[src/rtl/core/roman_numeral_decoder_defines.svh]
// Assertion macros for the Roman numeral decoder.
// Self-contained; included by the RTL files that carry assertions.
`ifndef ROMAN_NUMERAL_DECODER_DEFINES_SVH
`define ROMAN_NUMERAL_DECODER_DEFINES_SVH

`ifndef SYNTHESIS
// Check a property at every clock edge outside reset
`define RND_ASSERT(label, clk, rst_n, prop) \
    label: assert property (@(posedge clk) disable iff (!rst_n) prop) \
        else $error("roman numeral decoder assertion failed");
// Check a property at every clock edge, reset included
`define RND_ASSERT_ALWAYS(label, clk, prop) \
    label: assert property (@(posedge clk) prop) \
        else $error("roman numeral decoder assertion failed");
`else
`define RND_ASSERT(label, clk, rst_n, prop)
`define RND_ASSERT_ALWAYS(label, clk, prop)
`endif

`endif

[src/rtl/core/rnd_pkg.sv]
// Package for the Roman numeral decoder: digit codes, limits and lookups.
// No dependencies.
`timescale 1ns / 1ps

package rnd_pkg;

    typedef logic [2:0]  digit_t;
    typedef logic [9:0]  digit_val_t;
    typedef logic [12:0] total_t;

    localparam digit_t DIG_I    = 3'd0;
    localparam digit_t DIG_V    = 3'd1;
    localparam digit_t DIG_X    = 3'd2;
    localparam digit_t DIG_L    = 3'd3;
    localparam digit_t DIG_C    = 3'd4;
    localparam digit_t DIG_D    = 3'd5;
    localparam digit_t DIG_M    = 3'd6;
    localparam digit_t DIG_NONE = 3'd7;

    localparam logic [1:0] MAX_REPEAT = 2'd3;
    localparam logic [2:0] MAX_STEP   = 3'd2;
    localparam total_t     MAX_VALUE  = 13'd3999;

    // Map an ASCII character to a digit code
    function automatic digit_t decode_symbol(input logic [7:0] c);
        digit_t d;
        unique case (c)
            8'h49:   d = DIG_I;
            8'h56:   d = DIG_V;
            8'h58:   d = DIG_X;
            8'h4C:   d = DIG_L;
            8'h43:   d = DIG_C;
            8'h44:   d = DIG_D;
            8'h4D:   d = DIG_M;
            default: d = DIG_NONE;
        endcase
        return d;
    endfunction

    // Value of a digit code; the unused code wraps onto I
    function automatic digit_val_t digit_value(input digit_t d);
        digit_val_t v;
        unique case (d)
            DIG_V:   v = 10'd5;
            DIG_X:   v = 10'd10;
            DIG_L:   v = 10'd50;
            DIG_C:   v = 10'd100;
            DIG_D:   v = 10'd500;
            DIG_M:   v = 10'd1000;
            default: v = 10'd1;
        endcase
        return v;
    endfunction

endpackage

[src/rtl/core/roman_numeral_decoder.sv]
// The result appears in the cycle after the transfer of the character marked last.
// Throughput: one character per cycle unless stalled; each step is a decode, a few compares and two adds.
// A last character stalls only while the result register holds a result not yet taken.
// Reset (rst_n, async, active low) clears the digit history, total, error flag and
// the result valid; the block takes characters right after reset.
// Depends on rnd_pkg and roman_numeral_decoder_defines.svh.
`timescale 1ns / 1ps
`include "roman_numeral_decoder_defines.svh"

module roman_numeral_decoder (
    input  logic        clk,
    input  logic        rst_n,
    input  logic        in_valid,
    output logic        in_stall,
    input  logic [7:0]  symbol,
    input  logic        last,
    output logic        out_valid,
    input  logic        out_stall,
    output logic        valid_res,
    output logic [11:0] number
);
    import rnd_pkg::*;

    // Numeral state
    digit_t     prev_digit_reg, prev_digit_next;
    digit_t     before_prev_digit_reg, before_prev_digit_next;
    logic       has_prev_reg, has_prev_next;
    logic       has_before_prev_reg, has_before_prev_next;
    logic [1:0] repeat_count_reg, repeat_count_next;
    digit_t     guard_digit_reg, guard_digit_next;
    logic       guard_active_reg, guard_active_next;
    total_t     running_total_reg, running_total_next;
    logic       failed_reg, failed_next;

    // Result register
    logic        out_valid_reg;
    logic        valid_res_reg, valid_res_next;
    logic [11:0] number_reg, number_next;

    logic   in_xfer;
    digit_t code;
    total_t prev_val;
    total_t final_total;

    // Hold a last character only while the pending result is not taken
    assign in_stall = out_valid_reg && out_stall && last;
    assign in_xfer  = in_valid && !in_stall;
    assign code     = decode_symbol(symbol);
    assign prev_val = {3'b000, digit_value(prev_digit_reg)};

    // Settle the previous digit against the incoming one and apply the rules
    always_comb
    begin
        prev_digit_next        = prev_digit_reg;
        before_prev_digit_next = before_prev_digit_reg;
        has_prev_next          = has_prev_reg;
        has_before_prev_next   = has_before_prev_reg;
        repeat_count_next      = repeat_count_reg;
        guard_digit_next       = guard_digit_reg;
        guard_active_next      = guard_active_reg;
        running_total_next     = running_total_reg;
        failed_next            = failed_reg;

        if (!failed_reg)
        begin
            if (code == DIG_NONE)
            begin
                failed_next = 1'b1;
            end
            else
            begin
                // Digit after a subtractive pair must stay below the subtracted one
                if (guard_active_reg && code >= guard_digit_reg)
                    failed_next = 1'b1;
                guard_active_next = 1'b0;

                // Count runs of equal digits
                if (has_prev_reg && code == prev_digit_reg)
                begin
                    if (code == DIG_V || code == DIG_L || code == DIG_D)
                        failed_next = 1'b1;
                    if (repeat_count_reg >= MAX_REPEAT)
                        failed_next = 1'b1;
                    else
                        repeat_count_next = repeat_count_reg + 2'd1;
                end
                else
                begin
                    repeat_count_next = 2'd1;
                end

                // Subtract a smaller previous digit, otherwise add it
                if (has_prev_reg)
                begin
                    if (prev_digit_reg < code)
                    begin
                        if (prev_digit_reg[0] || prev_digit_reg > DIG_C
                            || (code - prev_digit_reg) > MAX_STEP)
                            failed_next = 1'b1;
                        if (has_before_prev_reg && before_prev_digit_reg < prev_digit_reg)
                            failed_next = 1'b1;
                        guard_digit_next   = prev_digit_reg;
                        guard_active_next  = 1'b1;
                        running_total_next = running_total_reg - prev_val;
                    end
                    else
                    begin
                        running_total_next = running_total_reg + prev_val;
                    end
                end

                before_prev_digit_next = prev_digit_reg;
                has_before_prev_next   = has_prev_reg;
                prev_digit_next        = code;
                has_prev_next          = 1'b1;
            end
        end
    end

    // Close the numeral: add the final digit and range check
    always_comb
    begin
        final_total    = running_total_next + {3'b000, digit_value(prev_digit_next)};
        valid_res_next = !failed_next && (final_total <= MAX_VALUE);
        number_next    = valid_res_next ? final_total[11:0] : 12'd0;
    end

    // Advance the numeral state; clear it after the last character
    always_ff @(posedge clk or negedge rst_n)
    begin
        if (!rst_n)
        begin
            prev_digit_reg        <= DIG_I;
            before_prev_digit_reg <= DIG_I;
            has_prev_reg          <= 1'b0;
            has_before_prev_reg   <= 1'b0;
            repeat_count_reg      <= 2'd1;
            guard_digit_reg       <= DIG_I;
            guard_active_reg      <= 1'b0;
            running_total_reg     <= '0;
            failed_reg            <= 1'b0;
        end
        else if (in_xfer)
        begin
            if (last)
            begin
                prev_digit_reg        <= DIG_I;
                before_prev_digit_reg <= DIG_I;
                has_prev_reg          <= 1'b0;
                has_before_prev_reg   <= 1'b0;
                repeat_count_reg      <= 2'd1;
                guard_digit_reg       <= DIG_I;
                guard_active_reg      <= 1'b0;
                running_total_reg     <= '0;
                failed_reg            <= 1'b0;
            end
            else
            begin
                prev_digit_reg        <= prev_digit_next;
                before_prev_digit_reg <= before_prev_digit_next;
                has_prev_reg          <= has_prev_next;
                has_before_prev_reg   <= has_before_prev_next;
                repeat_count_reg      <= repeat_count_next;
                guard_digit_reg       <= guard_digit_next;
                guard_active_reg      <= guard_active_next;
                running_total_reg     <= running_total_next;
                failed_reg            <= failed_next;
            end
        end
    end

    // Result valid: set on a last transfer, drop once taken
    always_ff @(posedge clk or negedge rst_n)
    begin
        if (!rst_n)
            out_valid_reg <= 1'b0;
        else if (in_xfer && last)
            out_valid_reg <= 1'b1;
        else if (!out_stall)
            out_valid_reg <= 1'b0;
    end

    // Result payload
    always_ff @(posedge clk)
    begin
        if (in_xfer && last)
        begin
            valid_res_reg <= valid_res_next;
            number_reg    <= number_next;
        end
    end

    assign out_valid = out_valid_reg;
    assign valid_res = valid_res_reg;
    assign number    = number_reg;

    // Checks
    `RND_ASSERT(a_repeat_nonzero, clk, rst_n, repeat_count_reg != 2'd0)
    `RND_ASSERT(a_guard_has_prev, clk, rst_n, guard_active_reg |-> has_before_prev_reg && has_prev_reg)
    `RND_ASSERT(a_history_order, clk, rst_n, has_before_prev_reg |-> has_prev_reg)
    `RND_ASSERT(a_last_clears, clk, rst_n, (in_xfer && last) |=> (!has_prev_reg && !failed_reg && out_valid_reg))
    `RND_ASSERT(a_invalid_zero, clk, rst_n, (out_valid_reg && !valid_res_reg) |-> number_reg == 12'd0)

endmodule
[config.mk]
export PLATFORM = sky130hd
export DESIGN_NAME = roman_numeral_decoder
export DESIGN_NICKNAME = d
export VERILOG_FILES = /design/src/rtl/core/rnd_pkg.sv /design/src/rtl/core/roman_numeral_decoder.sv
export VERILOG_INCLUDE_DIRS = /design/src /design/src/rtl/core
export SDC_FILE = /design/constraint.sdc
export NUM_CORES = 1
export LEC_CHECK = 0
export BUFFER_PORTS_ARGS = -buffer_cell sky130_fd_sc_hd__clkbuf_2
export CAP_MARGIN = 0
export CORE_ASPECT_RATIO = 1.1
export CORE_UTILIZATION = 56
export CTS_CLUSTER_DIAMETER = 50
export CTS_CLUSTER_SIZE = 28
export DETAILED_ROUTE_END_ITERATION = 8
export MAX_ROUTING_LAYER = met4
export PLACE_DENSITY = 0.78
export SETUP_SLACK_MARGIN = 0.1
export SYNTH_ARGS = -nofsm -noshare
export SYNTH_HDL_FRONTEND = slang
export SYNTH_SLANG_ARGS = --single-unit
[constraint.sdc]
create_clock -name clk -period 6 [get_ports clk]
set_input_delay 0.6 -clock clk [delete_from_list [all_inputs] [get_ports clk]]
set_output_delay 0.6 -clock clk [all_outputs]
set_load 0.005 [all_outputs]
======== Yosys cells after proc, flatten, opt, wreduce, memory -nomap -nowiden ========
Index checks and enable logic that the tools add are counted.
cells by class
  reduce and logical (&&, ||, !) cells .... 19
  equal/unequal tests ..................... 28
  add/subtract/negate cells ............... 5
  magnitude comparators ................... 7
  mux-type cells .......................... 48
operators by type and width
  cell                    count
  $pmux W10 S6            2
  $mux W13                5
  $eq A8 B7 Y1 const B    7
  $mux W3                 11
  $add A13 B10 Y13        2
  $eq A3 B3 Y1 const B    8
  $mux W1                 24
  $pmux W3 S7             1
  $eq A3 B2 Y1 const B    5
  $le A13 B12 Y1 const B  1
  $sub A13 B10 Y13        1
  $mux W2                 5
  $eq A3 B1 Y1 const B    3
  $logic_and A1 B1 Y1     8
  $lt A3 B3 Y1            2
  $reduce_and A5 Y1       1
  $logic_or A1 B1 Y1      4
  $ne A2 B2 Y1 const B    2
  $reduce_and A4 Y1       1
  $reduce_bool A2 Y1      2
  $eq A3 B3 Y1            1
  $ge A3 B3 Y1            1
  $gt A3 B2 Y1 const B    1
  $gt A3 B3 Y1 const B    1
  7 further kinds         8
word-level totals
  bits of input ports ..................... 13
  flip-flop bits (word level) ............. 42
  output and inout port bits .............. 15
  logic and storage cells ................. 119

======== Longest topological paths before layout ========
  depth in word-level cells ............... 16
  gate-level depth with buffers ........... 34
  gate-level depth less buffers ........... 31

======== Least setup slack after synthesis ========
No wires, ideal clock.
  path type ............................... input to register
  start ................................... input port symbol[1]
  end ..................................... register number_reg[10], in the netlist number[10] (data pin)
  path buffers ............................ 4
  cell stages on the path ................. 27
  arrival ................................. 6.178 ns
  library setup time ...................... 0.262 ns
  required time ........................... 5.738 ns
  path slack .............................. -0.440 ns
  path through ............................ buf_4 and3b_1 o21bai_1 a21oi_1 nor2_1 o21ai_0 ha_1 a32o_1 buf_4 inv_1 buf_1 o21ai_0 fa_1 a211oi_1 nor2_1 o41ai_1 xor2_1 o21ai_0 ha_1 nand2_1 o41ai_1 xor2_1 o2111a_1 o2111ai_1 o21ai_2 buf_4 nor3_1
between the ends
  word-level cells in the longest chain between the ends .. 16
  elaborated cells between the ends (all ways) .. 49
  those cells by class .................... add/sub (2); order compare (4); eq/ne (18); mux (18); reduce/logical (7)
ends and longest elaborated chain
  what                                                       line                          RTL
  start, declared                                            roman_numeral_decoder.sv:15   input logic [7:0] symbol,
  $eq A8 B7 Y1                                               rnd_pkg.sv:27                 unique case (c)
  $pmux W3 S7 *                                              rnd_pkg.sv:27
  branches (longest 14 deep; another with $add A13 B10 Y13)  -
  end signal, assigned                                       roman_numeral_decoder.sv:189  number_reg <= number_next;
  end, declared                                              roman_numeral_decoder.sv:38   logic [11:0] number_reg, number_next;
Every way passes the cells marked *.
A chain may end at the register's enable or synchronous reset.

======== Final worst setup path ========
  start ................................... input port symbol[0]
  end ..................................... register number_reg[4], in the netlist number[4] (data pin)
Same word-level chain as after synthesis.

==> flow_summary.yaml <==
finish:
  layout_common_cells: "buf_4 (53), nand2_1 (44), nor2_1 (40), o21ai_0 (36), dfrtp_1 (27)"
  final_layout_size_suffix_gt1_share_pct: 28.1
  fin_cells: 615
  area_growth_pct: 24.7
  diodes: 0
  fin_area_sq_um: 4880
  fin_util_pct: 73.1
  mostFrequentLayoutCell: "buf_4"
  fin_nets: 580
  largest_register_ffs: 13
grt:
  antenna_found_initial: 0
  grt_max_degree: 29
  gr-total-overflow: 0
  grt_pass1_wl_mm: 16.7
  grt_pass1_vias: 3517
  track_usage_pct: 30.8
routing:
  routedWlPerCell_microns: 18.8
  avgViaCountPerCell: 6.39
  route.vias.total: 3928
  first_pass_iters: 5
  drc: 0
  detail_route.iter0.violations: 313
  postRouteWirelength_mm: 11.6
  ant_nets: 0
die:
  fp.dieW_microns: 81.7
  die_area_sq_um: 7330
  coreArea_sq_um: 6670
  pin_count: 28
  rows: 31
  dieHeight_microns: 89.7
  start_util_pct: 58.7
placed_design:
  hpwl_mm: 7.73
  dp_cells: 591
  place.gp.congestion: 0.998
  post_dp_cell_area_sq_um: 4400
  io_buffers: 27
clocking:
  clock-root-buffer: "clkbuf_8"
  clock_latency_ps: 310
  cts_buffer_depth: 2
  htree_levels: 2
  path_clk_slew_ps: 80
  clock-sinks: 41
  numCtsBuffers: 5
  cts_tree: "built"
synthesis:
  synth_enable_flop_cells: 13
  synthFlopType: "dfrtp_1"
  yosysSeqAreaShare_pct: 27.9
  syn_inst: 462
  syn-cell-area_sq_um: 3910
  synthArstFlopShare_pct: 68.3
  yosys_warnings: 0
  post_synth.cell_area_avg_sq_um: 8.47
  syn_nets: 510
  synth_seq_cells: 41
  synth_cell_types: 67
worst_setup_path:
  worstPathRequired_ps: 6110
  critical_path_class: "input pin to register"
  cp_slowest_stage_delay_ps: 390
  crit_slowest_cell: "or3_4"
  cp.arrival_ps: 5950
  path_max_fanout: 7
  startpoint_type: "input pin"
  cp-end-kind: "register"
timing:
  finalHoldViolCount: 0
  hold-worst-slack_ps: 332
  finalSetupViolations: 0
  slew_violations: 0
  max_slew.worst_pin.slew_ps: 1240
  fmax_mhz: 171
  worst_slew_margin_rel_pct: 17.2
  fin_crit_ps: 5840
  fin_skew_ps: 4.23
  finalCritPeriodShare_pct: 97.3
power_and_ir_drop:
  powerDensity_nw_per_um2: 133
  vdd_drop_max_v: 0.000122
  p_leak_nw: 2.17
  fin_total_pwr_w: 0.000648
outcome:
  status: "complete, no violations"
min_path:
  hold_class: "input pin to asynchronous set/reset pin"
flow_run:
  maxCapViolCount: 0
## path summary, 6_finish.rpt
path                                    startpoint                    end  slack, ps  depth (start not counted)
worst max-delay path                     symbol[0]              number[4]        160                         32
worst min-delay path                         rst_n     guard_digit_reg[1]        330                          1
worst max register to register   prev_digit_reg[0]              number[4]        340                         24
worst min register to register  guard_digit_reg[1]     guard_digit_reg[1]        510                          1
max in group asynchronous                    rst_n  running_total_reg[10]       5210                          1
min in group clk                guard_digit_reg[1]     guard_digit_reg[1]        510                          1
## metrics by stage
stage | setup slack (ps) | setup TNS, ps
3_3_place_gp | 43.2 | 0
3_5_place_dp | -109 | -1250
6_report | 160 | 0
2_1_floorplan | 114 | 0
5_1_grt | -26.3 | -209
4_1_cts | 133 | 0
## repair_timing
action,4_1_cts,5_1_grt
resized for setup,0,65
setup buffers,0,15
setup endpoints to repair,0,13
hold buffers,0,0
## critical path: cells and delay by family
| kind | cells | cell delay (ps) |
|---|---|---|
| and+or+nand+nor | 7 | 1070 |
| adders and majority gates | 3 | 760 |
| buffers and inverters | 6 | 690 |
| AOI/OAI and AO/OA | 14 | 2380 |
| xor gates and xnor gates | 2 | 410 |
## cell usage after synthesis, types with 10 or more instances
library cell | instances | area (sq um)
inv_1 | 24 | 90.1
xnor2_1 | 15 | 131
o21a_1 | 10 | 75.1
o21ai_0 | 43 | 215
a22o_1 | 12 | 105
edfxtp_1 | 13 | 390
nor2_1 | 44 | 165
clkbuf_1 | 10 | 37.5
a21oi_1 | 23 | 115
a21o_1 | 10 | 75.1
nor2b_1 | 10 | 62.6
ha_1 | 32 | 400
nand2_1 | 44 | 165
nor3_1 | 10 | 50.1
dfrtp_1 | 27 | 676
## layer usage
metal / track usage, % / part of all wire [%] / up-vias
li1: - / - / 1854
met1: 36.9 / 41 / 1856
met3: 4.75 / 5.1 / 35
met4: 12.0 / 3.5 / 0
met2: 51.8 / 51 / 183
met5: - / 0 / -
## power breakdown
group / internal, W / switching [W] / leakage [nW] / total, W
Sequential: 0.000297 / 0.00000779 / 0.509 / 0.000305
Combinational: 0.0000638 / 0.0000860 / 1.61 / 0.000150
Clock: 0.0000913 / 0.000102 / 0.0486 / 0.000193
## cell type report
cell class / instances / area (sq um)
tap: 82 / 103
inverter: 24 / 92.6
clock buffer: 6 / 82.6
sequential: 41 / 1090
multi-input combinational: 377 / 2880
clock inverter: 2 / 8.76
timing repair buffer: 83 / 617
fill: 466 / 1790
## cells by family after synthesis
| family | Yosys count | synth area share, % |
|---|---|---|
| AOI/OAI and AO/OA | 157 | 27.8 |
| muxes | 6 | 1.63 |
| xor gates and xnor gates | 21 | 4.70 |
| and+or+nand+nor | 158 | 21.4 |
| buffers and inverters | 44 | 4.86 |
| adders and majority gates | 35 | 11.8 |
| DFF | 41 | 27.9 |
Power figures use the tool's default switching activity.
